`src/rtl/core/pglide_pkg.sv`:
```
// Shared types, widths and codes for the portamento glide core.
package pglide_pkg;

   // value format: signed, 24 fractional bits
   localparam int VALUE_W = 40;
   localparam int NOTE_W = 7;
   localparam int CSR_DATA_W = 32;
   localparam int CSR_IDX_W = 2;
   localparam int MODE_W = 2;

   // linear step drops the low 8 of its 32 fractional bits
   localparam int STEP_DROP = 8;
   localparam int STEP_W = CSR_DATA_W - STEP_DROP;

   // serial multiplier: mag = floor(a * a * c / 2^PROD_SHIFT)
   localparam int A_W = VALUE_W + 1;
   localparam int C_W = CSR_DATA_W;
   localparam int T_W = A_W + C_W;
   localparam int T3_W = T_W + 2;
   localparam int DIGIT_W = 2;
   localparam int DIGITS_AC = C_W / DIGIT_W;
   localparam int DIGITS_TA = (A_W + DIGIT_W - 1) / DIGIT_W;
   localparam int MULT_W = DIGITS_TA * DIGIT_W;
   localparam int CNT_W = 5;
   localparam int PROD_SHIFT = 56;
   localparam int MAG_LSB = PROD_SHIFT - MULT_W;
   localparam int MAG_W = 58;
   localparam int SUM_W = MAG_W + 2;

   localparam logic signed [VALUE_W-1:0] VALUE_MAX = {1'b0, {(VALUE_W-1){1'b1}}};
   localparam logic signed [VALUE_W-1:0] VALUE_MIN = {1'b1, {(VALUE_W-1){1'b0}}};

   // configuration register indexes
   localparam logic [CSR_IDX_W-1:0] CSR_GLIDE_TYPE = 2'd0;
   localparam logic [CSR_IDX_W-1:0] CSR_STEP_SIZE = 2'd1;
   localparam logic [CSR_IDX_W-1:0] CSR_CURVE_RATE = 2'd2;

   // glide mode codes; the unused code behaves as always glide
   localparam logic [MODE_W-1:0] GLIDE_OFF = 2'd0;
   localparam logic [MODE_W-1:0] GLIDE_AUTO = 2'd1;
   localparam logic [MODE_W-1:0] GLIDE_ALWAYS = 2'd2;

   typedef enum logic [2:0] {
      CTRL_IDLE,
      CTRL_PREP,
      CTRL_DIFF,
      CTRL_MUL,
      CTRL_SUM,
      CTRL_OUT
   } ctrl_state_type;

   typedef enum logic [1:0] {
      MUL_IDLE,
      MUL_TRIPLE,
      MUL_RUN
   } mul_state_type;

endpackage

```
`src/rtl/core/pglide_mul.sv`:
```
// Radix-4 shift-add multiplier computing floor(a * a * c / 2^56) in two passes.
module pglide_mul (
   input  logic                           clock,
   input  logic                           reset,
   input  logic                           start,
   input  logic [pglide_pkg::A_W-1:0]     a,
   input  logic [pglide_pkg::C_W-1:0]     c,
   output logic                           done,
   output logic [pglide_pkg::MAG_W-1:0]   mag
);
   import pglide_pkg::*;

   mul_state_type      state_ff, state_in;
   logic               phase_ff, phase_in;
   logic               done_ff, done_in;
   logic [CNT_W-1:0]   cnt_ff, cnt_in;
   logic [T_W-1:0]     acc_ff, acc_in;
   logic [MULT_W-1:0]  mult_ff, mult_in;
   logic [T_W-1:0]     mcand_ff, mcand_in;
   logic [T3_W-1:0]    mcand3_ff, mcand3_in;

   logic [T3_W-1:0]    addend;
   logic [T3_W-1:0]    sum;
   logic [CNT_W-1:0]   last_cnt;

   always_comb begin
      case (mult_ff[DIGIT_W-1:0])
         2'd0: addend = '0;
         2'd1: addend = {2'b00, mcand_ff};
         2'd2: addend = {1'b0, mcand_ff, 1'b0};
         2'd3: addend = mcand3_ff;
         default: addend = '0;
      endcase
      sum = {2'b00, acc_ff} + addend;
      last_cnt = phase_ff ? CNT_W'(DIGITS_TA - 1) : CNT_W'(DIGITS_AC - 1);
   end

   always_comb begin
      state_in = state_ff;
      phase_in = phase_ff;
      done_in = 1'b0;
      cnt_in = cnt_ff;
      acc_in = acc_ff;
      mult_in = mult_ff;
      mcand_in = mcand_ff;
      mcand3_in = mcand3_ff;
      case (state_ff)
         MUL_IDLE: begin
            if (start) begin
               // first pass: t = a * c
               mcand_in = {{(T_W-A_W){1'b0}}, a};
               mult_in = {{(MULT_W-C_W){1'b0}}, c};
               acc_in = '0;
               phase_in = 1'b0;
               state_in = MUL_TRIPLE;
            end
         end
         MUL_TRIPLE: begin
            mcand3_in = {2'b00, mcand_ff} + {1'b0, mcand_ff, 1'b0};
            cnt_in = '0;
            state_in = MUL_RUN;
         end
         MUL_RUN: begin
            // add one digit's multiple, then shift product and multiplier right
            acc_in = sum[T3_W-1:DIGIT_W];
            mult_in = {sum[DIGIT_W-1:0], mult_ff[MULT_W-1:DIGIT_W]};
            cnt_in = cnt_ff + 1'b1;
            if (cnt_ff == last_cnt) begin
               if (!phase_ff) begin
                  // second pass: mag = (t * a) >> 56, low product bits drop out
                  mcand_in = {acc_in[A_W-1:0], mult_in[MULT_W-1:MULT_W-C_W]};
                  mult_in = {{(MULT_W-A_W){1'b0}}, mcand_ff[A_W-1:0]};
                  acc_in = '0;
                  phase_in = 1'b1;
                  state_in = MUL_TRIPLE;
               end else begin
                  done_in = 1'b1;
                  state_in = MUL_IDLE;
               end
            end
         end
         default: state_in = MUL_IDLE;
      endcase
   end

   always_ff @(posedge clock) begin
      if (reset) begin
         state_ff <= MUL_IDLE;
         done_ff <= 1'b0;
      end else begin
         state_ff <= state_in;
         done_ff <= done_in;
      end
   end

   always_ff @(posedge clock) begin
      phase_ff <= phase_in;
      cnt_ff <= cnt_in;
      acc_ff <= acc_in;
      mult_ff <= mult_in;
      mcand_ff <= mcand_in;
      mcand3_ff <= mcand3_in;
   end

   assign done = done_ff;
   assign mag = acc_ff[MAG_LSB +: MAG_W];

endmodule

```
`src/rtl/core/portamento_glide_core.sv`:
```
// Portamento glide core: linear step, clamp, quadratic pull and saturation per item in
// glide modes; off mode passes the target straight through. Most of a glide item is the
// radix-4 multiplier (16 digits for a*c, 21 digits for that times a). A new item is
// taken only when idle, after the last result is registered. A stalled result holds the
// next item in the sequencer until the output register frees up.
// Synchronous reset clears the held value, all configuration registers and the handshake.
module portamento_glide_core (
   input  logic                                   clock,
   input  logic                                   reset,
   input  logic                                   csr_write_en,
   input  logic [pglide_pkg::CSR_IDX_W-1:0]       csr_index,
   input  logic [pglide_pkg::CSR_DATA_W-1:0]      csr_data,
   input  logic                                   req_valid,
   output logic                                   req_stall,
   input  logic signed [pglide_pkg::VALUE_W-1:0]  req_target,
   input  logic                                   req_jump_event,
   input  logic                                   req_start_event,
   input  logic signed [pglide_pkg::VALUE_W-1:0]  req_start_value,
   input  logic [pglide_pkg::NOTE_W-1:0]          req_note_count,
   output logic                                   rsp_valid,
   input  logic                                   rsp_stall,
   output logic signed [pglide_pkg::VALUE_W-1:0]  rsp_value
);
   import pglide_pkg::*;

   ctrl_state_type              state_ff, state_in;
   logic [MODE_W-1:0]           glide_type_ff;
   logic [CSR_DATA_W-1:0]       step_size_ff;
   logic [CSR_DATA_W-1:0]       curve_rate_ff;
   logic signed [VALUE_W-1:0]   held_ff, held_in;
   logic signed [VALUE_W-1:0]   target_ff, target_in;
   logic                        neg_ff, neg_in;
   logic                        rsp_valid_ff, rsp_valid_in;
   logic signed [VALUE_W-1:0]   rsp_value_ff, rsp_value_in;

   logic                        mul_start;
   logic                        mul_done;
   logic [MAG_W-1:0]            mul_mag;

   logic signed [VALUE_W+1:0]   held_x, target_x, step_x, down, up;
   logic signed [VALUE_W-1:0]   stepped;
   logic signed [VALUE_W:0]     diff;
   logic                        diff_neg;
   logic [A_W-1:0]              gap_mag;
   logic signed [SUM_W-1:0]     held_s, mag_s, total;
   logic signed [VALUE_W-1:0]   saturated;
   logic                        snap;

   // linear step toward the target, clamped so it does not pass it
   always_comb begin
      held_x = (VALUE_W+2)'(held_ff);
      target_x = (VALUE_W+2)'(target_ff);
      step_x = signed'({{(VALUE_W+2-STEP_W){1'b0}}, step_size_ff[CSR_DATA_W-1:STEP_DROP]});
      down = held_x - step_x;
      up = held_x + step_x;
      if (target_ff <= held_ff) begin
         stepped = (down < target_x) ? target_ff : down[VALUE_W-1:0];
      end else begin
         stepped = (up > target_x) ? target_ff : up[VALUE_W-1:0];
      end
   end

   // remaining distance and its magnitude
   always_comb begin
      diff = (VALUE_W+1)'(target_ff) - (VALUE_W+1)'(held_ff);
      diff_neg = diff[VALUE_W];
      gap_mag = diff_neg ? A_W'(-diff) : A_W'(diff);
   end

   // apply the quadratic pull and saturate to the value range
   always_comb begin
      held_s = SUM_W'(held_ff);
      mag_s = signed'({2'b00, mul_mag});
      total = neg_ff ? (held_s - mag_s) : (held_s + mag_s);
      if (total > SUM_W'(VALUE_MAX)) begin
         saturated = VALUE_MAX;
      end else if (total < SUM_W'(VALUE_MIN)) begin
         saturated = VALUE_MIN;
      end else begin
         saturated = total[VALUE_W-1:0];
      end
   end

   assign snap = (glide_type_ff == GLIDE_AUTO) && req_jump_event
                 && (req_note_count <= NOTE_W'(1));

   always_comb begin
      state_in = state_ff;
      held_in = held_ff;
      target_in = target_ff;
      neg_in = neg_ff;
      rsp_valid_in = rsp_valid_ff && rsp_stall;
      rsp_value_in = rsp_value_ff;
      mul_start = 1'b0;
      case (state_ff)
         CTRL_IDLE: begin
            if (req_valid) begin
               target_in = req_target;
               if (glide_type_ff == GLIDE_OFF) begin
                  held_in = req_target;
                  state_in = CTRL_OUT;
               end else begin
                  if (snap) begin
                     held_in = req_target;
                  end else if (req_start_event) begin
                     held_in = req_start_value;
                  end
                  state_in = CTRL_PREP;
               end
            end
         end
         CTRL_PREP: begin
            held_in = stepped;
            state_in = CTRL_DIFF;
         end
         CTRL_DIFF: begin
            neg_in = diff_neg;
            mul_start = 1'b1;
            state_in = CTRL_MUL;
         end
         CTRL_MUL: begin
            if (mul_done) begin
               state_in = CTRL_SUM;
            end
         end
         CTRL_SUM: begin
            held_in = saturated;
            state_in = CTRL_OUT;
         end
         CTRL_OUT: begin
            // hold until the output register is free
            if (!rsp_valid_ff || !rsp_stall) begin
               rsp_valid_in = 1'b1;
               rsp_value_in = held_ff;
               state_in = CTRL_IDLE;
            end
         end
         default: state_in = CTRL_IDLE;
      endcase
   end

   always_ff @(posedge clock) begin
      if (reset) begin
         state_ff <= CTRL_IDLE;
         held_ff <= '0;
         rsp_valid_ff <= 1'b0;
      end else begin
         state_ff <= state_in;
         held_ff <= held_in;
         rsp_valid_ff <= rsp_valid_in;
      end
   end

   always_ff @(posedge clock) begin
      if (reset) begin
         glide_type_ff <= GLIDE_OFF;
         step_size_ff <= '0;
         curve_rate_ff <= '0;
      end else if (csr_write_en) begin
         case (csr_index)
            CSR_GLIDE_TYPE: glide_type_ff <= csr_data[MODE_W-1:0];
            CSR_STEP_SIZE: step_size_ff <= csr_data;
            CSR_CURVE_RATE: curve_rate_ff <= csr_data;
            default: ;
         endcase
      end
   end

   always_ff @(posedge clock) begin
      target_ff <= target_in;
      neg_ff <= neg_in;
      rsp_value_ff <= rsp_value_in;
   end

   pglide_mul u_mul (
      .clock (clock),
      .reset (reset),
      .start (mul_start),
      .a     (gap_mag),
      .c     (curve_rate_ff),
      .done  (mul_done),
      .mag   (mul_mag)
   );

   assign req_stall = (state_ff != CTRL_IDLE);
   assign rsp_valid = rsp_valid_ff;
   assign rsp_value = rsp_value_ff;

endmodule

```
`config.mk`:
```
export PLATFORM = sky130hd
export DESIGN_NAME = portamento_glide_core
export DESIGN_NICKNAME = d
export VERILOG_FILES = /design/src/rtl/core/pglide_pkg.sv /design/src/rtl/core/pglide_mul.sv /design/src/rtl/core/portamento_glide_core.sv
export SDC_FILE = /design/constraint.sdc
export NUM_CORES = 2
export LEC_CHECK = 0
export BUFFER_PORTS_ARGS = -buffer_cell sky130_fd_sc_hd__buf_4
export CAP_MARGIN = 30
export CORE_MARGIN = 2
export CORE_UTILIZATION = 40
export DETAILED_ROUTE_END_ITERATION = 7
export SYNTH_ARGS = -nofsm -noshare
export SYNTH_HDL_FRONTEND = slang
export SYNTH_SLANG_ARGS = --single-unit
```
`constraint.sdc`:
```
create_clock -name clock -period 36 [get_ports clock]
set_input_delay 3.6 -clock clock [delete_from_list [all_inputs] [get_ports clock]]
set_output_delay 3.6 -clock clock [all_outputs]
set_load 0.01 [all_outputs]
```
==> impl_metrics.yaml <==
run_status:
  status: "completed"
clock_tree:
  clk_pin_slew_ps: 60
  cts_root_buf: "clkbuf_16"
  cts-hold-fix-buffers: 0
  cts_buffer_depth: 3
  clock_latency_ps: 660
  postCtsResizedCells: 0
  h-tree-depth: 2
  cts_setup_buffers: 0
  cts_tree: "done"
  clock_sinks: 455
  numCtsBuffers: 53
synthesis:
  synth_area_sq_um: 42200
  ys_ff_latch: 455
  avgSynthCellArea_sq_um: 8.45
  synthArstFlopShare: 0
  synth_cells: 5000
  ys_warn_count: 0
  seq_area_frac_synth: 0.299
  synth-edff-count: 350
  syn_nets: 5517
  synthFlopType: "edfxtp_1"
  synth_cell_types: 96
finish:
  areaGrowthSynthToFinish_pct: 10.5
  utilization: 0.444
  fin_cells: 6452
  fill_cells: 10400
  drive_above_1_share: 0.0953
  num-nets-final: 5534
setup_path:
  worst_r2r_path_depth: 27
  crit_end: "held_ff[34]$_SDFFE_PP0P_"
  critPathRequiredTime_ps: 36470
  r2r_slack_ps: 26740
  cp_slowest_cell: "or3b_2"
  endpoint_kind: "flip-flop"
  crit_type: "reg2reg"
  crit_path_start: "held_ff[0]$_SDFFE_PP0P_"
  worstSetupStartpointType: "flip-flop"
  cp_data_arrival_time_ps: 9730
  rr_startpoint: "held_ff[0]$_SDFFE_PP0P_"
  regToRegEndpoint: "held_ff[34]$_SDFFE_PP0P_"
  worstPathMaxFanout: 28
  crit_path_max_incr_delay_ps: 760
die:
  core_area_sq_um: 105000
  initial_utilization: 0.402
  dieArea_sq_um: 108000
  die_w_um: 329
  rows: 119
  fp.dieH_um: 329
  ios: 170
timing:
  hold_ws_ps: 460
  rsz0062_at_grt: "false"
  skew_ps: 44.8
  hold_viol_final: 0
  maxSlewHeadroom: 0.280
  setup_viol: 0
  tightest_slew_ps: 1050
  max_freq_mhz: 108
  fin_crit_sh: 0.257
  fin_crit_ps: 9260
  fin_tns_setup_ps: 0
  finalMaxSlewViolations: 0
hold_path:
  hp-class: "reg2reg"
place:
  gp_congestion: 1.00
  place_inst: 6351
  hpwlAfterDp_mm: 117
  portBuffers: 168
run:
  maxCapViolations: 0
global_routing:
  grt_max_degree: 100
  overflow: 0
  antenna_found_initial: 2
  grt_first_pass_wirelength_mm: 221
  grt_usage: 0.264
  grt_pass1_vias: 36200
detailed_routing:
  drt_wl_total_mm: 148
  ant_nets: 0
  routedWlPerCell_um: 22.9
  vias: 38600
  drc: 0
  drt_iter0_markers: 3429
  viasPerCell: 5.99
  first_pass_iters: 6
pwr:
  ir_worst_vdd_v: 0.0000508
  leakagePower_nw: 19.0
  p_per_area_nw_per_um2: 95.3
==> power by group <==
group | switching (W) | internal (W) | leakage [nW]
clock network | 0.000240 | 0.000319 | 0.887
logic | 0.00185 | 0.00112 | 14.0
registers | 0.000154 | 0.000761 | 4.11
total | 0.00225 | 0.00220 | 19.0
==> stage by stage <==
step	setup slack (ps)	power, W	area (sq um)
finish	26740	0.00444	46600
global route	26310	0.00475	46600
CTS	26940	0.00439	46600
detailed placement	27000	0.00381	44800
global placement	26930	0.00380	44700
floorplan	24040	0.00297	42200
==> critical path, delay by kind of cell, from the launching register on <==
kind,cells,cell delay (ps)
buffers and inverters,3,510
XOR/XNOR,1,190
AND/OR/NAND/NOR,7,2800
flip-flops,1,390
adder cells (fa/ha/maj),3,930
AO/OA/AOI/OAI,13,4230
==> metal layers <==
metal,GRT usage,share of wire,up-vias
li1,-,-,18600
met1,0.377,0.46,18500
met2,0.417,0.44,1311
met3,0.0279,0.062,218
met4,0.0875,0.035,0
met5,0,0,-
==> cell families after synthesis <==
logic type / count (synthesis) / synth area share
AND/OR/NAND/NOR: 1622 / 0.184
AO/OA/AOI/OAI: 1533 / 0.242
buffers and inverters: 479 / 0.0432
flip-flops: 455 / 0.299
adder cells (fa/ha/maj): 389 / 0.116
XOR/XNOR: 374 / 0.0778
multiplexers: 148 / 0.0378
==> worst min-delay path by stage <==
| stage | from | to | slack [ps] | cells after the start |
|---|---|---|---|---|
| finish | curve_rate_ff[6]$_SDFFE_PP0P_ | curve_rate_ff[6]$_SDFFE_PP0P_ | 460 | 2 |
| global route | curve_rate_ff[18]$_SDFFE_PP0P_ | curve_rate_ff[18]$_SDFFE_PP0P_ | 480 | 2 |
| CTS | curve_rate_ff[5]$_SDFFE_PP0P_ | curve_rate_ff[5]$_SDFFE_PP0P_ | 460 | 2 |
| detailed placement | curve_rate_ff[5]$_SDFFE_PP0P_ | curve_rate_ff[5]$_SDFFE_PP0P_ | 450 | 2 |
| global placement | curve_rate_ff[8]$_SDFFE_PP0P_ | curve_rate_ff[8]$_SDFFE_PP0P_ | 440 | 2 |
| floorplan | held_ff[24]$_SDFFE_PP0P_ | rsp_value[24]$_DFFE_PP_ | 430 | 0 |
==> cells in the mapped netlist (11+ instances only) <==
cell	n	area, sq um
a2111oi_0	11	96.3
a211oi_1	46	345
a21boi_0	14	105
a21o_1	188	1410
a21oi_1	479	2400
a221o_1	13	130
a221oi_1	22	193
a22o_1	73	639
a311oi_1	11	96.3
a311oi_2	16	240
a31oi_1	91	569
and2_1	60	375
and3_1	71	444
and4_1	15	131
clkbuf_1	243	912
dfxtp_1	105	2100
edfxtp_1	350	10500
ha_1	383	4790
inv_1	217	815
mux2_2	93	1050
mux2i_1	55	551
nand2_1	499	1870
nand2b_1	57	357
nand3_1	96	480
nand4_1	93	582
nor2_1	428	1610
nor2b_1	45	282
nor3_1	119	596
nor4_1	32	200
o2111ai_1	11	96.3
o211a_1	14	140
o211ai_1	31	233
o21a_1	42	315
o21ai_0	198	991
o21ai_1	25	125
o21bai_1	61	458
o221ai_1	11	96.3
o22a_1	12	105
o22ai_1	24	150
o31ai_1	26	195
or2_2	13	81.3
or3_1	29	181
or4_1	11	82.6
xnor2_1	260	2280
xor2_1	113	990
==> cell type report <==
class / instances / area, sq um / share of cell area
antenna: 1 / 2.50 / 0.0000536
clock buffer: 74 / 1550 / 0.0332
clock inverter: 24 / 260 / 0.00558
inverter: 219 / 822 / 0.0176
multi-input combinational: 4066 / 27900 / 0.598
sequential: 455 / 12600 / 0.270
tap: 1391 / 1740 / 0.0373
timing repair buffer: 222 / 1750 / 0.0374
==> state kept, by name (all words and copies together) (netlist names), 5 cells and up <==
name / flops
target_ff: 40
held_ff: 40
rsp_value: 40
curve_rate_ff: 32
u_mul.acc_ff: 73
step_size_ff: 24
u_mul.mult_ff: 42
u_mul.mcand3_ff: 75
u_mul.cnt_ff: 5
u_mul.mcand_ff: 73
==> layout by cell type (no fill, tap or decap), types with 61 or more instances in the layout <==
cell and n:
a21o_1 188, a21oi_1 476, a22o_1 73, a31oi_1 91
and3_1 71, buf_4 215, dfxtp_1 105, edfxtp_1 350
ha_1 381, inv_1 216, mux2_2 93, nand2_1 499
nand3_1 96, nand4_1 93, nor2_1 426, nor3_1 119
o21ai_0 196, o21bai_1 61, xnor2_1 260, xor2_1 113
(Power assumes the default switching activity.)
